## src/rtl/lts_pkg.sv

```systemverilog
// lts_pkg: shared types and constants of the literal text match scanner
// no dependencies; used by every rtl file of the block but lts_stream_if via scoped names

package lts_pkg;

	// register map of the configuration port
	localparam int APB_ADDR_W   = 6;
	localparam int APB_DATA_W   = 64;
	localparam int REG_ADDR_LSB = 3;

	typedef enum logic [2:0] {
		REG_QUERY_LOW    = 3'd0,
		REG_QUERY_HIGH   = 3'd1,
		REG_QUERY_LENGTH = 3'd2,
		REG_EXACT_CASE   = 3'd3,
		REG_WORD_BOUND   = 3'd4,
		REG_MATCH_LIMIT  = 3'd5
	} cfg_reg_e;

	localparam logic [15:0] MATCH_LIMIT_RESET = 16'd2000;

	// query bytes held in the two query registers
	localparam int QUERY_REG_BYTES = 16;

	// character codes
	localparam logic [7:0] CHAR_LF         = 8'h0A;
	localparam logic [7:0] CHAR_CR         = 8'h0D;
	localparam logic [7:0] CHAR_UNDERSCORE = 8'h5F;

	// result queue sizing
	localparam int QUEUE_DEPTH = 4;
	localparam int QUEUE_PTR_W = $clog2(QUEUE_DEPTH);
	localparam int QUEUE_LVL_W = $clog2(QUEUE_DEPTH + 1);

	typedef enum logic {
		MODE_DATA = 1'b0,
		MODE_EOF  = 1'b1
	} mode_e;

	typedef struct packed {
		mode_e      mode;
		logic [7:0] data_byte;
	} text_item_t;

	typedef struct packed {
		logic [15:0] file_index;
		logic [23:0] line_number;
		logic [15:0] column;
		logic        limit_reached;
		logic        last_of_run;
	} hit_item_t;

	typedef struct packed {
		logic [63:0] query_low;
		logic [63:0] query_high;
		logic [4:0]  query_length;
		logic        exact_case;
		logic        word_bound;
		logic [15:0] match_limit;
	} cfg_t;

	// write strobes into the result queue, second only with first
	typedef struct packed {
		logic first;
		logic second;
	} qpush_t;

endpackage

```

## src/rtl/lts_stream_if.sv

```systemverilog
// lts_stream_if: valid/ready channel with a typed payload
// payload type is supplied by the instantiating scope, usually from lts_pkg

interface lts_stream_if #(
	parameter type payload_t = logic
) ();
	logic     valid;
	logic     ready;
	payload_t payload;

	modport source (output valid, output payload, input ready);
	modport sink   (input valid, input payload, output ready);
endinterface

```

## src/rtl/lts_result_queue.sv

```systemverilog
// lts_result_queue: small result queue, up to two writes and one read per cycle
// depends on lts_pkg and lts_stream_if; drives the hits channel

module lts_result_queue (
	input  logic                                clk,
	input  logic                                arst_n,
	input  lts_pkg::qpush_t                     q_push,
	input  lts_pkg::hit_item_t                  wr0,
	input  lts_pkg::hit_item_t                  wr1,
	output logic [lts_pkg::QUEUE_LVL_W-1:0]     q_level,
	lts_stream_if.source                        hits
);

	lts_pkg::hit_item_t                     mem_q [lts_pkg::QUEUE_DEPTH];
	logic [lts_pkg::QUEUE_PTR_W-1:0]        head_q, tail_q;
	logic [lts_pkg::QUEUE_LVL_W-1:0]        count_q;
	logic                                   pop;
	logic [1:0]                             n_push;

	assign pop          = hits.valid && hits.ready;
	assign n_push       = {1'b0, q_push.first} + {1'b0, q_push.second};
	assign q_level      = count_q;
	assign hits.valid   = (count_q != '0);
	assign hits.payload = mem_q[head_q];

	// pointers and fill level
	always_ff @(posedge clk or negedge arst_n) begin
		if (!arst_n) begin
			head_q  <= '0;
			tail_q  <= '0;
			count_q <= '0;
		end else begin
			tail_q  <= tail_q + lts_pkg::QUEUE_PTR_W'(n_push);
			head_q  <= head_q + lts_pkg::QUEUE_PTR_W'(pop);
			count_q <= count_q + lts_pkg::QUEUE_LVL_W'(n_push) - lts_pkg::QUEUE_LVL_W'(pop);
		end
	end

	// entry storage
	always_ff @(posedge clk) begin
		if (q_push.first)
			mem_q[tail_q] <= wr0;
		if (q_push.second)
			mem_q[tail_q + lts_pkg::QUEUE_PTR_W'(1)] <= wr1;
	end

endmodule

```

## src/flat_wrapper.sv

```systemverilog
// flat-port wrapper written by rule: the top's interface ports become plain ports
module lts_result_queue_flat 
  (clk, arst_n, q_push, wr0, wr1, q_level, hits_valid, hits_payload, hits_ready);
  lts_stream_if hits_i ();
  input  logic clk;
  input  logic arst_n;
  input  lts_pkg::qpush_t q_push;
  input  lts_pkg::hit_item_t wr0;
  input  lts_pkg::hit_item_t wr1;
  output logic [lts_pkg::QUEUE_LVL_W-1:0] q_level;
  output wire logic [$bits(hits_i.valid)-1:0] hits_valid;
  output wire logic [$bits(hits_i.payload)-1:0] hits_payload;
  input wire logic [$bits(hits_i.ready)-1:0] hits_ready;
  assign hits_valid = hits_i.valid;
  assign hits_payload = hits_i.payload;
  assign hits_i.ready = hits_ready;
  lts_result_queue u_core (.clk(clk), .arst_n(arst_n), .q_push(q_push), .wr0(wr0), .wr1(wr1), .q_level(q_level), .hits(hits_i));
endmodule
```

## config.mk

```make
export PLATFORM = sky130hd
export DESIGN_NAME = lts_result_queue_flat
export DESIGN_NICKNAME = d
export VERILOG_FILES = /design/src/rtl/lts_pkg.sv /design/src/rtl/lts_stream_if.sv /design/src/rtl/lts_result_queue.sv /design/src/flat_wrapper.sv
export SDC_FILE = /design/constraint.sdc
export NUM_CORES = 1
export LEC_CHECK = 0
export BUFFER_PORTS_ARGS = -buffer_cell sky130_fd_sc_hd__buf_2
export CORE_MARGIN = 1
export CORE_UTILIZATION = 24
export DETAILED_ROUTE_END_ITERATION = 10
export PLACE_DENSITY = 0.89
export SETUP_SLACK_MARGIN = 0.02
export SLEW_MARGIN = 20
export SYNTH_ARGS = -nofsm -noshare
export SYNTH_HDL_FRONTEND = slang
export SYNTH_SLANG_ARGS = --single-unit
```

## constraint.sdc

```tcl
create_clock -name clk -period 3 [get_ports clk]
set_clock_uncertainty 0.2 [all_clocks]
set_input_delay 0.3 -clock clk [delete_from_list [all_inputs] [get_ports clk]]
set_output_delay 0.3 -clock clk [all_outputs]
set_load 0.02 [all_outputs]
```

# Yosys cells after proc, flatten, opt, wreduce, memory -nomap -nowiden
# Memories as Yosys holds them, arrays and structs flattened.
# Index checks and enable logic that the tools add are counted.
[word_totals]
register_bits = 7
latch_bits = 0
ram_bits = 232
rom_bits = 0
inputBits = 121
mem_count = 1
[classes]
addsub = 6
multipliers = 0
div = 0
order_cmp = 0
eq_ne = 0
shift = 0
muxes = 4
n_bitwise = 0
n_reduce_logical = 2
[mem_list]
columns = ["memory", "depth", "word_bits", "rd", "rd_clocked_by_memory_dff", "write_ports", "line", "text"]
rows = [
  ["u_core.mem_q", 4, 58, 1, 0, 2, "lts_result_queue.sv:14", "lts_pkg::hit_item_t mem_q [lts_pkg::QUEUE_DEPTH];"],
]
[ops]
columns = ["cell", "n"]
rows = [
  ["1-bit 2-to-1 mux", 4],
  ["3-bit by 2-bit adder with 3-bit output", 1],
  ["3-bit nonzero test", 1],
  ["3-bit by 1-bit subtractor with 3-bit output", 1],
  ["1-bit by 1-bit adder with 2-bit output", 1],
  ["2-bit by 1-bit adder with 2-bit output", 1],
  ["2-bit by 1-bit adder with 2-bit output (second input constant)", 1],
  ["2-bit adder", 1],
  ["1-bit logical AND", 1],
]

# Depth between registers and ports, before layout
# Gate-level depths: netlist of the first run.
[logic_depth]
word_depth = 3
mapped_depth = 9

# Worst setup path after synthesis of the first run
# No wires, ideal clock.
[synth_timing]
kind = "register to register"
startpoint = "register u_core.count_q (netlist bit u_core.q_level[0])"
endpoint = "register u_core.count_q (netlist bit u_core.q_level[2])"
setup_ns = 0.123
arrival_ns = 2.299
slack_ns = 0.379
path_stages_with_launch = 10
n_path_buf = 0
period_less_slack_ns = 2.621
path_cell_list = "dfrtp_1 -> or3_1 -> and2_1 -> ha_1 -> inv_1 -> ha_1 -> inv_1 -> fa_1 -> xor2_1 -> xnor2_1"
[synth_between]
elab_chain_len = 3
word_cells_on_any_way = 4
cone_classes = "add/sub: 2; reduce/logical: 2"
[synth_lines]
columns = ["item", "line", "text"]
rows = [
  ["start: declaration", "lts_result_queue.sv:16", "logic [lts_pkg::QUEUE_LVL_W-1:0] count_q;"],
  ["start signal: assignment", "lts_result_queue.sv:35", "count_q <= count_q + lts_pkg::QUEUE_LVL_W'(n_push) - lts_pkg::QUEUE_LVL_W'(pop);"],
  ["3-bit nonzero test", "lts_result_queue.sv:23", "assign hits.valid = (count_q != '0);"],
  ["net hits_valid", "flat_wrapper.sv:11", "output wire logic [$bits(hits_i.valid)-1:0] hits_valid;"],
  ["1-bit logical AND", "lts_result_queue.sv:20", "assign pop = hits.valid && hits.ready;"],
  ["3-bit by 1-bit subtractor with 3-bit output", "lts_result_queue.sv:35", ""],
]
# The timed path passes the listed nets, and every way through them passes these cells.

# Worst setup path after layout of the first run
[layout_timing]
startpoint = "register u_core.count_q (netlist bit u_core.q_level[0])"
endpoint = "register u_core.count_q (netlist bit u_core.q_level[2])"
[layout_between]
elab_chain_len = 3
word_cells_on_any_way = 4
cone_classes = "add/sub: 2; reduce/logical: 2"
[layout_lines]
columns = ["item", "line"]
rows = [
  ["branches (longest 2 deep; another with 3-bit by 2-bit adder with 3-bit output)", "-"],
  ["3-bit by 1-bit subtractor with 3-bit output (*)", "lts_result_queue.sv:35"],
]
# Mark *: on every way between the ends.

==> run summary, run 1 <==
Run status - finished, final reports clean
CTS HTree Levels - 1
Number of global-route vias before repair - 409
Setup bufs post-CTS - 0
First-pass GRT wire length - 1662 microns
Initial Util - 0.2533
Synthesized area - 621.8 sq um
Num CTS Buffers - 3
Met3 WL - 63 microns
Drc violations - 0
Hold-fix buffers, CTS - 1
Leak - 0.3351 nW
Routed Wire Length - 937 microns
CTS max path bufs - 2
TritonCTS clock tree - yes
Mean post-synth cell area - 12.96 sq um
Worst skew pair latency - 270 ps
Crit path kind - register to register
Startpoint types - register
Max VDD drop - 327.6 uV
Gpl congestion - 0.7223
Final net count - 192
IO buf count - 11
Worst-path clk slew - 70 ps
Main combinational cell family by area after synthesis - adder cells
Commonest cells after routing, fill and taps aside - buf_2, inv_1, dfrtp_1, ha_1, edfxtp_1
GRT Util Overall - 0.08756
Post-DP HPWL - 793.5 microns
DR vias - 384
Top Ports - 126
Syn Nets - 176
Worst reg2reg startpoint - u_core.q_level[0]
Power, Total - 0.0007148 W
Crit path time final - 2441 ps
P&R area growth vs syn - 18.91%
Synth Area in Simple Gates - 0.09457
Post-DR wirelength/cell - 10.08 microns
Register area share after synthesis - 0.4748
Final hold slack - 160.5 ps
Setup TNS - 0 ps
Synthesis Warnings - 0
# rows - 18
Pin count of the biggest net entering global routing - 9
Compound-gate portion of the synthesized area - 0.01610
Post-CTS Resized - 0
Ant diodes - 0
Die Height - 52.90 microns
Vias per std cell - 4.129
Cell variety after synth - 20
Worst EP required - 2960 ps
Worst hold path class - primary input to register
XOR/XNOR share of the synthesized area - 0.07042
Iteration-0 DRC Markers - 5
Adder-cell share of the synthesized area - 0.1529
Post-synthesis mux area share - 0.1308
Area after DPL - 703.2 sq um
Commonest non-fill, non-tap cell in the layout - buf_2
Top Layer Used - met4
Count of pins over their slew limit - 0
Syn Inst Count - 48
CTS Sinks - 11
Share of post-route cells with drive strength above 1 - 0.2698
Initial antenna violation count - 0
Die width - 52.90 microns
RSZ-0062 raised after global routing - false
Die area - 0.002798 sq mm
Fin area - 739.5 sq um
Relative slew slack - 0.8203
Detailed-router iteration count before antenna repair - 3
Fmax - 409.7 MHz
Met2 Wirelength - 474 microns
Register bit total from synthesis - 11
Period utilization - 0.8136
Final Hold Viols - 0
Crit path DAT - 2400 ps
CP endpoint kind - register
Clock Root Buffer - clkbuf_4
Min-delay src - wr1[0]
Worst Tran Pin Value - 269.6 ps
Total gr overflow - 0
Cell area power density - 966.7 mW/mm^2
Core ar. - 0.002455 sq mm
Met1 Wirelength - 372 microns
Antenna Nets Post-Route - 0
Number of max-cap violations - 0
Critical Path Start - u_core.q_level[0]
Setup Viol. Count Final - 0
Crit Path Max Fanout - 3
==> worst paths after layout <==
kind / slack, ps / cells past startpoint / end
setup / recovery: 560 / 9 / u_core.q_level[2]
hold / removal: 160 / 2 / u_core.mem_q[3][0]
setup reg to reg: 560 / 9 / u_core.q_level[2]
hold reg to reg: 310 / 1 / u_core.head_q[1]
max in group asynchronous: 2250 / 2 / u_core.head_q[1]
min in group asynchronous: 190 / 2 / u_core.q_level[1]
==> layout make-up <==
type	instances	area, sq um
Fill cell	266	1715
Sequential cell	11	295.3
Multi-Input combinational cell	29	289.0
Timing Repair Buffer	12	65.06
Tap cell	30	37.54
Clock buffer	4	26.28
Inverter	7	26.28
==> sequential cells by signal (all words and copies together), names as in the netlist <==
| signal | cells |
|---|---|
| u_core.mem_q | 4 |
| u_core.q_level | 3 |
| u_core.head_q | 2 |
| u_core.tail_q | 2 |
==> power by group <==
group / switching, W / internal, W
Combinational: 0.000165 / 0.000157
Clock: 0.0000475 / 0.0000515
Sequential: 0.0000605 / 0.000233
==> through the flow <==
step | cells | util | setup WS, ps
detailed placement | 88 | 0.2864 | 545.9
global route | 93 | 0.3012 | 461.8
finish | 93 | 0.3012 | 559.2
global placement | 88 | 0.2864 | 568.8
floorplan | 48 | - | 378.6
CTS | 93 | 0.3012 | 528.0
==> layer usage <==
metal	GRT usage	vias up
met3	0.03161	3
met4	0.05263	0
li1	-	192
met2	0.1435	10
met5	0	-
met1	0.09574	179
==> logic make-up after synthesis <==
kind of cell	Yosys count
flops	11
mux	6
fa+ha+maj	7
buf+inv	8
compound gates	2
simple gates	9
xor+xnor	5
==> cell usage after synthesis <==
library cell	count	area (sq um)
nor2_1	2	7.510
nand3b_1	2	15.01
o21ai_0	2	10.01
nor3b_2	1	12.51
mux4_2	1	22.52
edfxtp_1	4	120.1
mux2i_1	1	10.01
xor2_1	2	17.52
buf_6	1	11.26
ha_1	6	75.07
xnor2_1	3	26.28
or3_1	1	6.260
dfrtp_1	7	175.2
and2_1	1	6.260
mux2_1	3	33.78
mux2_4	1	15.01
fa_1	1	20.02
nand3_1	1	5.000
nand2b_1	1	6.260
inv_1	7	26.28
==> critical path, cell delays in order (launching register included) <==
cell,delay [ps]
dfrtp_1,390
or3_1,380
and2_1,190
ha_1,270
inv_1,60
ha_1,130
inv_1,40
fa_1,370
xor2_1,180
xnor2_1,120
(Power assumes the default switching activity.)
==> run 2, diff against run 1 <==
--- a/config.mk
+++ b/config.mk
@@ -7,9 +7,9 @@
 export LEC_CHECK = 0
 export BUFFER_PORTS_ARGS = -buffer_cell sky130_fd_sc_hd__buf_2
 export CORE_MARGIN = 1
-export CORE_UTILIZATION = 24
+export CORE_UTILIZATION = 22
 export DETAILED_ROUTE_END_ITERATION = 10
-export PLACE_DENSITY = 0.89
+export PLACE_DENSITY = 0.86
 export SETUP_SLACK_MARGIN = 0.02
 export SLEW_MARGIN = 20
 export SYNTH_ARGS = -nofsm -noshare
==> constraint.sdc (replaced) <==
create_clock -name clk -period 1.98 [get_ports clk]
set_clock_uncertainty 0.2 [all_clocks]
set_input_delay 0.198 -clock clk [delete_from_list [all_inputs] [get_ports clk]]
set_output_delay 0.198 -clock clk [all_outputs]
set_load 0.02 [all_outputs]
==> run 2 against run 1 <==
Effect of this change:
- the flow now finishes with violations (setup timing)
- setup slack worse by 850 ps
- final cell count rose by 3.2%
- register-to-register slack got worse by 850 ps
- count of clock-buffer cells in the layout stayed put
- clock power increased by 48%
- total power up 69%
- sequential share of layout area shrank 2.7 points
- first-iteration DRC count shrank 20%
- wire length rose by 12%
- critical path depth unchanged
- via count up 6.3%
==> run summary, run 2 (same netlist as run 1, synthesis figures left out) <==
Run status - finished, violations left (was finished, final reports clean)
Failing checks - setup timing
Final hold slack - 89.05 ps (was 160.5 ps)
CTS Sinks - 11 (unchanged)
Fin area - 799.5 sq um (was 739.5 sq um)
Number of global-route vias before repair - 427 (was 409)
First-pass GRT wire length - 1725 microns (was 1662 microns)
Crit path kind - register to register (unchanged)
Share of post-route cells with drive strength above 1 - 0.4545 (was 0.2698)
Detailed-router iteration count before antenna repair - 2 (was 3)
Startpoint types - register (unchanged)
CTS max path bufs - 2 (unchanged)
Max VDD drop - 543.9 uV (was 327.6 uV)
Fmax - 439.9 MHz (was 409.7 MHz)
Core ar. - 0.002567 sq mm (was 0.002455 sq mm)
Relative slew slack - 0.8220 (was 0.8203)
Crit path time final - 2273 ps (was 2441 ps)
WP buf/inv - 2 (unchanged)
Die area - 0.003043 sq mm (was 0.002798 sq mm)
IO buf count - 11 (unchanged)
Pin count of the biggest net entering global routing - 9 (unchanged)
CP endpoint kind - register (unchanged)
Worst hold path class - primary input to register (unchanged)
DR vias - 408 (was 384)
Die Height - 55.17 microns (was 52.90 microns)
Worst-path clk slew - 70 ps (about the same)
Ant diodes - 0 (unchanged)
Post-DR wirelength/cell - 10.93 microns (was 10.08 microns)
Worst EP required - 1930 ps (was 2960 ps)
CP delay by family, top - adder cells (unchanged)
Total gr overflow - 0 (unchanged)
Reg with most FFs - u_core.mem_q (unchanged)
Crit-path cells - or3_4 > and2_4 > ha_4 > inv_2 > ha_4 > inv_2 > fa_2 > xor2_1 > xnor2_1 (was or3_1 > and2_1 > ha_1 > inv_1 > ha_1 > inv_1 > fa_1 > xor2_1 > xnor2_1)
Num CTS Buffers - 3 (unchanged)
Die width - 55.17 microns (was 52.90 microns)
Count of pins over their slew limit - 0 (unchanged)
Iteration-0 DRC Markers - 4 (was 5)
Setup Viol. Count Final - 2 (was 0)
Vias per std cell - 4.250 (was 4.129)
Crit path DAT - 2220 ps (was 2400 ps)
Worst Tran Pin Value - 267.0 ps (was 269.6 ps)
Initial antenna violation count - 0 (unchanged)
Leak - 0.3477 nW (was 0.3351 nW)
Commonest cells after routing, fill and taps aside - buf_2, dfrtp_1, inv_1, ha_1, edfxtp_1 (was buf_2, inv_1, dfrtp_1, ha_1, edfxtp_1)
Antenna Nets Post-Route - 0 (unchanged)
GRT Util Overall - 0.08390 (was 0.08756)
Top Ports - 126 (unchanged)
# rows - 18 (unchanged)
Worst skew pair latency - 260 ps (was 270 ps)
Post-DP HPWL - 916.3 microns (was 793.5 microns)
Gpl congestion - 0.6635 (was 0.7223)
Initial Util - 0.2422 (was 0.2533)
Worst slack, placed - -327.4 ps (was 545.9 ps)
Period utilization - 1.148 (was 0.8136)
Area after DPL - 763.2 sq um (was 703.2 sq um)
RSZ-0062 raised after global routing - true (was false)
TritonCTS clock tree - yes (unchanged)
CTS HTree Levels - 1 (unchanged)
P&R area growth vs syn - 28.57% (was 18.91%)
Setup bufs post-CTS - 0 (unchanged)
Number of max-cap violations - 0 (unchanged)
Final Util - 0.3114 (was 0.3012)
Routed Wire Length - 1049 microns (was 937 microns)
Final Hold Viols - 0 (unchanged)
Drc violations - 0 (unchanged)
Final setup margin - -293.1 ps (was 559.2 ps)
Clock Root Buffer - clkbuf_4 (unchanged)
Final net count - 195 (was 192)
CP max stage delay - 400 ps (was 390 ps)
Number of flip-flops in the largest register - 4 (unchanged)
Crit Path Max Fanout - 2 (was 3)
CP max stage cell - dfrtp_2 (was dfrtp_1)
Commonest non-fill, non-tap cell in the layout - buf_2 (unchanged)
Cell area power density - 1512 mW/mm^2 (was 966.7 mW/mm^2)
run 2: metal layers:
| metal | global-route usage | part of all wire |
|---|---|---|
| met1 | 0.09000 | 0.39 |
| met2 | 0.1406 | 0.54 |
| met3 | 0.03825 | 0.065 |
| met4 | 0.03750 | 0.0086 |
| met5 | 0 | 0 |
run 2: repair_timing:
action                                 CTS  global route
setup endpoints to repair                2             2
hold buffers                             1             0
resized for setup                        0             1
endpoints found under the hold margin    7             0
pin swaps                                5             0
run 2: power breakdown:
group	switching, W	total [W]	internal (W)
Sequential	0.0000876	0.000444	0.000356
Clock	0.0000689	0.000147	0.0000776
Combinational	0.000297	0.000619	0.000322
Total	0.000453	0.00121	0.000756
run 2: layout make-up:
cell class,instances,area [sq um]
fillers,291,1768
flip-flops and latches,11,297.8
multi-input cells,29,324.1
clock buffers,4,26.28
well taps,30,37.54
repair buffers,15,87.58
inverters,7,26.28
run 2: path summary, 6_finish.rpt:
path / endpoint / from / slack [ps] / cells past startpoint
min: u_core.mem_q[3][0] / wr0[0] / 90 / 2
min in group asynchronous: u_core.q_level[1] / arst_n / 100 / 2
min reg2reg: u_core.head_q[1] / u_core.head_q[1] / 280 / 1
max: u_core.q_level[2] / u_core.q_level[0] / -290 / 9
max in group asynchronous: u_core.q_level[2] / arst_n / 1310 / 2
max reg2reg: u_core.q_level[2] / u_core.q_level[0] / -290 / 9
run 2: stage by stage:
step                setup TNS (ps)  total power (W)  instances
detailed placement          -545.7         0.001073         91
finish                      -515.3         0.001209         96
CTS                         -543.4         0.001224         96
global route                -627.5         0.001321         96
global placement            -468.2         0.001027         91
floorplan                   -739.6        0.0008972         48
